### src/htw_pkg.sv
// Package for the hashed timing wheel: result kinds, modes and default sizes.
package htw_pkg;
    localparam int SlotCountDefault     = 64;
    localparam int TimerCapacityDefault = 32;
    localparam int TickWidth            = 12;
    localparam int TimeoutWidth         = 31;
    localparam int IdWidth              = 32;

    localparam logic [1:0] MODE_ADD    = 2'd0;
    localparam logic [1:0] MODE_DELETE = 2'd1;
    localparam logic [1:0] MODE_TICK   = 2'd2;

    localparam logic [2:0] KIND_ADDED     = 3'd0;
    localparam logic [2:0] KIND_FULL      = 3'd1;
    localparam logic [2:0] KIND_DELETED   = 3'd2;
    localparam logic [2:0] KIND_NOTFOUND  = 3'd3;
    localparam logic [2:0] KIND_EXPIRED   = 3'd4;
    localparam logic [2:0] KIND_TICKDONE  = 3'd5;
endpackage

### src/hashed_timing_wheel_core.sv
// Hashed timing wheel: timer table in one synchronous memory, compacted on every pass.
// Add: a 31-step restoring divider (S_DIV), then one memory write in S_ADDW with the accept.
// Delete and tick: each entry is read in S_RD and checked and written back in S_CHK, and
// each expiring timer also passes S_OUT; an add to a full table is answered from S_IDLE.
// One item is in work at a time; the output register lets the next item be taken early.
// Reset clears the fill count, current slot, id counter and sets the tick length to 1.
module hashed_timing_wheel_core #(
    parameter int TIMER_CAPACITY = htw_pkg::TimerCapacityDefault
) (
    input  logic        clk,
    input  logic        rst_n,
    input  logic        cfg_valid,
    output logic        cfg_ready,
    input  logic [11:0] cfg_data,
    input  logic        s_tvalid,
    output logic        s_tready,
    // s_tdata, lowest bit up: mode[1:0], timeout[32:2], target_id[64:33], zero pad
    input  logic [71:0] s_tdata,
    output logic        m_tvalid,
    input  logic        m_tready,
    // m_tdata, lowest bit up: kind[2:0], timer_id[34:3], zero pad
    output logic [39:0] m_tdata,
    output logic        m_tlast
);
    import htw_pkg::*;

    // The slot arithmetic relies on a power-of-two wheel, so its size is fixed.
    localparam int SLOT_COUNT = SlotCountDefault;
    localparam int SW = (SLOT_COUNT > 1) ? $clog2(SLOT_COUNT) : 1;
    localparam int AW = (TIMER_CAPACITY > 1) ? $clog2(TIMER_CAPACITY) : 1;
    localparam int CW = $clog2(TIMER_CAPACITY + 1);
    localparam int EW = IdWidth + TimeoutWidth + SW;
    localparam logic [CW-1:0] CAP = CW'(TIMER_CAPACITY);

    typedef enum logic [2:0] {S_IDLE, S_DIV, S_ADDW, S_RD, S_CHK, S_OUT, S_DONE}
        state_t;

    state_t state_reg;
    logic [1:0] mode_reg;
    logic [TimeoutWidth-1:0] quo_reg;
    logic [TickWidth:0] rem_reg;
    logic [4:0] bit_reg;
    logic [IdWidth-1:0] target_reg;
    logic [TickWidth-1:0] tick_reg;
    logic [CW-1:0] fill_reg, rd_reg, wr_reg;
    logic [SW-1:0] slot_reg;
    logic [IdWidth-1:0] idc_reg;
    logic found_reg;
    logic ovalid_reg, olast_reg;
    logic [2:0] okind_reg;
    logic [IdWidth-1:0] oid_reg;

    logic [EW-1:0] mem [TIMER_CAPACITY];
    logic [EW-1:0] rdata_reg;
    logic          we;
    logic [AW-1:0] waddr;
    logic [EW-1:0] wdata;

    always_ff @(posedge clk)
    begin
        if (we)
        begin
            mem[waddr] <= wdata;
        end
        rdata_reg <= mem[rd_reg[AW-1:0]];
    end

    logic [IdWidth-1:0]      e_id;
    logic [TimeoutWidth-1:0] e_rot;
    logic [SW-1:0]           e_slot;
    assign {e_id, e_rot, e_slot} = rdata_reg;

    logic [TickWidth-1:0] divisor;
    assign divisor = (tick_reg == '0) ? TickWidth'(1) : tick_reg;

    logic [TickWidth:0] rem_sh;
    logic               rem_ge;
    assign rem_sh = {rem_reg[TickWidth-1:0], quo_reg[TimeoutWidth-1]};
    assign rem_ge = rem_sh >= {1'b0, divisor};

    logic [TimeoutWidth-1:0] ticks;
    assign ticks = (quo_reg == '0) ? TimeoutWidth'(1) : quo_reg;
    logic [IdWidth-1:0] id_new;
    assign id_new = (idc_reg == '1) ? IdWidth'(1) : idc_reg + IdWidth'(1);

    logic [TimeoutWidth+SW:0] slot_sum;
    assign slot_sum = (TimeoutWidth+SW+1)'(slot_reg) + (TimeoutWidth+SW+1)'(ticks);

    logic in_acc, out_free, hit_del, hit_slot;
    assign out_free = !ovalid_reg || m_tready;
    assign s_tready = (state_reg == S_IDLE) && out_free;
    assign in_acc   = s_tvalid && s_tready;
    assign cfg_ready = 1'b1;
    assign hit_del  = (mode_reg == MODE_DELETE) && (e_id == target_reg);
    assign hit_slot = (mode_reg == MODE_TICK) && (e_slot == slot_reg);

    always_comb
    begin
        we    = 1'b0;
        waddr = wr_reg[AW-1:0];
        wdata = rdata_reg;
        if (state_reg == S_ADDW)
        begin
            we    = 1'b1;
            waddr = fill_reg[AW-1:0];
            wdata = {id_new, ticks >> SW, slot_sum[SW-1:0]};
        end
        else if (state_reg == S_CHK && !hit_del && !(hit_slot && e_rot == '0))
        begin
            we = 1'b1;
            if (hit_slot)
            begin
                wdata = {e_id, e_rot - TimeoutWidth'(1), e_slot};
            end
        end
    end

    always_ff @(posedge clk or negedge rst_n)
    begin
        if (!rst_n)
        begin
            state_reg  <= S_IDLE;
            tick_reg   <= TickWidth'(1);
            fill_reg   <= '0;
            slot_reg   <= '0;
            idc_reg    <= '0;
            ovalid_reg <= 1'b0;
            rd_reg     <= '0;
            wr_reg     <= '0;
        end
        else
        begin
            if (cfg_valid)
            begin
                tick_reg <= cfg_data;
            end
            if (ovalid_reg && m_tready)
            begin
                ovalid_reg <= 1'b0;
            end
            unique case (state_reg)
                S_IDLE:
                begin
                    if (in_acc)
                    begin
                        mode_reg   <= s_tdata[1:0];
                        quo_reg    <= s_tdata[32:2];
                        target_reg <= s_tdata[64:33];
                        rem_reg    <= '0;
                        bit_reg    <= '0;
                        rd_reg     <= '0;
                        wr_reg     <= '0;
                        found_reg  <= 1'b0;
                        unique case (s_tdata[1:0])
                            MODE_ADD:
                            begin
                                if (fill_reg >= CAP)
                                begin
                                    ovalid_reg <= 1'b1;
                                    okind_reg  <= KIND_FULL;
                                    oid_reg    <= '0;
                                    olast_reg  <= 1'b1;
                                end
                                else
                                begin
                                    state_reg <= S_DIV;
                                end
                            end
                            MODE_DELETE, MODE_TICK: state_reg <= S_RD;
                            default: state_reg <= S_IDLE;
                        endcase
                    end
                end
                S_DIV:
                begin
                    // Restoring division, one quotient bit a cycle.
                    rem_reg <= rem_ge ? rem_sh - {1'b0, divisor} : rem_sh;
                    quo_reg <= {quo_reg[TimeoutWidth-2:0], rem_ge};
                    bit_reg <= bit_reg + 5'd1;
                    if (bit_reg == 5'(TimeoutWidth - 1))
                    begin
                        state_reg <= S_ADDW;
                    end
                end
                S_ADDW:
                begin
                    if (out_free)
                    begin
                        fill_reg   <= fill_reg + CW'(1);
                        idc_reg    <= id_new;
                        ovalid_reg <= 1'b1;
                        okind_reg  <= KIND_ADDED;
                        oid_reg    <= id_new;
                        olast_reg  <= 1'b1;
                        state_reg  <= S_IDLE;
                    end
                end
                S_RD:
                begin
                    // The read address is presented here; data is valid in S_CHK.
                    state_reg <= (rd_reg < fill_reg) ? S_CHK : S_DONE;
                end
                S_CHK:
                begin
                    if (hit_slot && e_rot == '0)
                    begin
                        state_reg <= S_OUT;
                    end
                    else
                    begin
                        if (hit_del)
                        begin
                            found_reg <= 1'b1;
                        end
                        else
                        begin
                            wr_reg <= wr_reg + CW'(1);
                        end
                        rd_reg    <= rd_reg + CW'(1);
                        state_reg <= S_RD;
                    end
                end
                S_OUT:
                begin
                    if (out_free)
                    begin
                        ovalid_reg <= 1'b1;
                        okind_reg  <= KIND_EXPIRED;
                        oid_reg    <= e_id;
                        olast_reg  <= 1'b0;
                        rd_reg     <= rd_reg + CW'(1);
                        state_reg  <= S_RD;
                    end
                end
                S_DONE:
                begin
                    if (out_free)
                    begin
                        fill_reg   <= wr_reg;
                        ovalid_reg <= 1'b1;
                        oid_reg    <= '0;
                        olast_reg  <= 1'b1;
                        if (mode_reg == MODE_TICK)
                        begin
                            okind_reg <= KIND_TICKDONE;
                            slot_reg  <= (slot_reg == SW'(SLOT_COUNT - 1)) ? '0
                                         : slot_reg + SW'(1);
                        end
                        else
                        begin
                            okind_reg <= found_reg ? KIND_DELETED : KIND_NOTFOUND;
                        end
                        state_reg <= S_IDLE;
                    end
                end
                default: state_reg <= S_IDLE;
            endcase
        end
    end

    assign m_tvalid = ovalid_reg;
    assign m_tlast  = olast_reg;
    assign m_tdata  = {5'd0, oid_reg, okind_reg};

    a_fill_cap: assert property (@(posedge clk) disable iff (!rst_n) fill_reg <= CAP)
        else $error("fill count above capacity");
    a_wr_le_rd: assert property (@(posedge clk) disable iff (!rst_n) wr_reg <= rd_reg)
        else $error("compaction write pointer ahead of read pointer");
    a_no_idle_accept: assert property (@(posedge clk) disable iff (!rst_n)
        s_tready |-> state_reg == S_IDLE)
        else $error("item accepted while busy");
    a_id_nonzero: assert property (@(posedge clk) disable iff (!rst_n)
        (m_tvalid && okind_reg == KIND_ADDED) |-> oid_reg != '0)
        else $error("zero id handed out");
endmodule

### config.mk
export PLATFORM = sky130hd
export DESIGN_NAME = hashed_timing_wheel_core
export DESIGN_NICKNAME = d
export VERILOG_FILES = /design/src/htw_pkg.sv /design/src/hashed_timing_wheel_core.sv
export SDC_FILE = /design/constraint.sdc
export NUM_CORES = 2
export LEC_CHECK = 0
export BUFFER_PORTS_ARGS = -buffer_cell sky130_fd_sc_hd__buf_2
export CAP_MARGIN = 10
export CORE_MARGIN = 2
export CORE_UTILIZATION = 54
export CTS_CLUSTER_SIZE = 8
export DETAILED_ROUTE_END_ITERATION = 12
export GPL_ROUTABILITY_DRIVEN = 0
export PLACE_DENSITY = 0.69
export SYNTH_ARGS = -nofsm -noshare
export SYNTH_HDL_FRONTEND = slang
export SYNTH_SLANG_ARGS = --single-unit
### constraint.sdc
create_clock -name clk -period 7.3 [get_ports clk]
set_input_delay 1.46 -clock clk [delete_from_list [all_inputs] [get_ports clk]]
set_output_delay 1.46 -clock clk [all_outputs]
set_load 0.02 [all_outputs]
==> run metrics <==
Power Density 392 mW/mm2; Reg2Reg Depth 7; number of gates resized after CTS 0; total power 43400 uW; Worst Clk Skew 52.8 ps; most numerous cell in the Yosys netlist edfxtp_1; endpoints failing hold 0; Pint 31500 uW; total CTS buffers 359; post-synthesis register bit count 2468; core area 0.178 mm2; Reg-to-Reg Start state_reg[1]; worst-path fanout max 35; Die W 427 um; TritonCTS clock tree built; Bufs and invs on worst path 2; CP delay by family, top simple AND/OR/NAND/NOR gates; clk_lat worst skew 940 ps; I/O Pins 133; Leakage 0.0349 uW; Placed Instances 6880; post-synthesis sequential area ratio 75.7%; routed len/inst 31.7 um; Worst Path Class, Setup flop to flop; final core occ 62.1%; VDD IR max 0.275 mV; vias in the first global route 48500; max cap viols 0; first-pass GRT wire length 342 mm; Distinct cells, synth 74; WP data required 7850 ps; cell chain of the critical path nor2b_1 -> nand2b_4 -> nor2_1 -> a32oi_4 -> nor2_4 -> buf_4 -> buf_4; crit-path max cell delay 1020 ps; CTS root buffer clkbuf_16; DP HPWL 127 mm; IO Port Bufs 119; worst reg-to-reg setup slack 2140 ps; Slew Limit Fails 0; sequential share of power 45.3%; Period minus WS final 5160 ps; worst hold path class input pin to async pin; max reg flops 2208; Routed WL 236 mm; gr usage total 26.4%; switching share of power 27.4%; Tcrit/Tclk final 70.6%; status completed; pin count of the biggest net entering global routing 111; total grt overflow 0; CTS clk-pin slew, worst paths 60 ps; CP max-delay cell nor2_4; share of post-route cells with drive strength above 1 29.1%; net switching power 11900 uW; DR vias 47800; Synth Flop Type edfxtp_1; Worst-Margin Slew 1190 ps; H-tree depth 5; Iteration-0 DRC Markers 6205; Synth top area share 72.4%; Syn-to-layout area delta 14.6%; Hold Slack 395 ps; fin cells 7446; Async SR Flop Fraction 2.92%; clk sinks 2468; Die Area 0.182 mm2; Yosys Warn Count 0; crit path capture type flop; initial antenna violation count 3; Vert. Die Dim 427 um; final setup violation count 0; RSZ-0062 raised after global routing no; TritonRoute pass-1 iters 5; Hold Buf Count CTS 0; ANT nets after route 0; Std-Cell Rows 155; Mean Syn Cell Area 21.4 um2; Syn Inst Count 4505; # DRC 0; Post-Synthesis Cell Area 0.0966 mm2; Total Nets Final 5021; Layout fillers 11900; DR vias/cell 6.43; relative slew slack 20.2%; Setup Fix Bufs, Post-CTS 0; ranking of synthesized cells by area edfxtp_1 (72%), mux4_2 (16%), dfrtp_1 (1.8%); clock share of power 33.7%; RR Endpoint mem[8][14]; cell mode on critical path buf_4; post-route setup TNS 0 ps; FMAX 194 MHz; synth cell count leaders edfxtp_1 (2327), mux4_2 (690), nand2_1 (254), clkbuf_1 (156), nor2_1 (133); EDFF count, synth 2327; Comb pwr share 21.0%; clock buffer depth 4; post-synth top area cell edfxtp_1; Initial Util 54.2%; crit path launch type flop; worst endpoint data arrival time 5710 ps
cell usage in the layout (no fill, tap or decap), types with 59 or more instances in the layout:
cell type	netlist	final
mux4_2	690	690
buf_4	6	121
clkbuf_16	0	361
edfxtp_1	2327	2327
clkbuf_1	156	186
buf_2	25	118
xnor2_1	59	59
mux2_2	72	72
dfxtp_1	69	69
dfrtp_1	71	66
nand2_1	254	254
o21ai_0	89	63
nor2_1	133	99
xor2_1	64	64
routing by layer:
metal,vias up,track usage [%],wire (um),part of all wire [%]
met5,-,0,13,0.0055
met4,2,10.3,9430,4.0
met2,2434,41.7,115000,49
met1,25500,37.2,91700,39
li1,19500,-,-,-
met3,459,4.46,20100,8.5
logic make-up after synthesis:
family / share of synthesized area, %
AO/OA/AOI/OAI: 1.84
XOR/XNOR: 1.12
adder cells (fa/ha/maj): 0.508
buffers and inverters: 1.11
flip-flops: 75.7
multiplexers: 17.0
other: 0.00778
AND/OR/NAND/NOR: 2.73
worst max path at each step:
stage	from	endpoint	slack (ps)	cells after the start
after CTS	target_reg[31]	mem[8][35]	2070	9
after floorplan	m_tready	bit_reg[0]	2030	4
after global placement	target_reg[31]	mem[8][17]	2150	9
after global routing	state_reg[1]	mem[8][14]	1980	7
after detailed placement	target_reg[31]	mem[8][12]	2050	9
final	state_reg[1]	mem[8][14]	2140	7
area by class of cell:
class	count	area [um2]	share of cell area, %
antenna	1	2.50	0.00226
clock inverter	10	101	0.0916
multi-input combinational	1769	22800	20.6
inverter	39	146	0.132
tap	2355	2950	2.66
clock buffer	547	9730	8.80
sequential	2468	73100	66.1
timing repair buffer	257	1820	1.65
stage by stage:
stage	setup WS, ps	instance area, um2
floorplan	2030	96600
global placement	2150	101000
detailed placement	2050	101000
CTS	2070	110000
global route	1980	111000
finish	2140	111000
power groups by stage:
stage / Combinational (uW) / Sequential (uW) / Clock [uW]
5_1_grt: 9770 / 19700 / 15400
2_1_floorplan: 6080 / 19800 / 0
3_5_place_dp: 8980 / 19900 / 0
6_report: 9090 / 19700 / 14600
3_3_place_gp: 8770 / 19900 / 0
4_1_cts: 9020 / 19700 / 14800
Power figures use the tool's default switching activity.
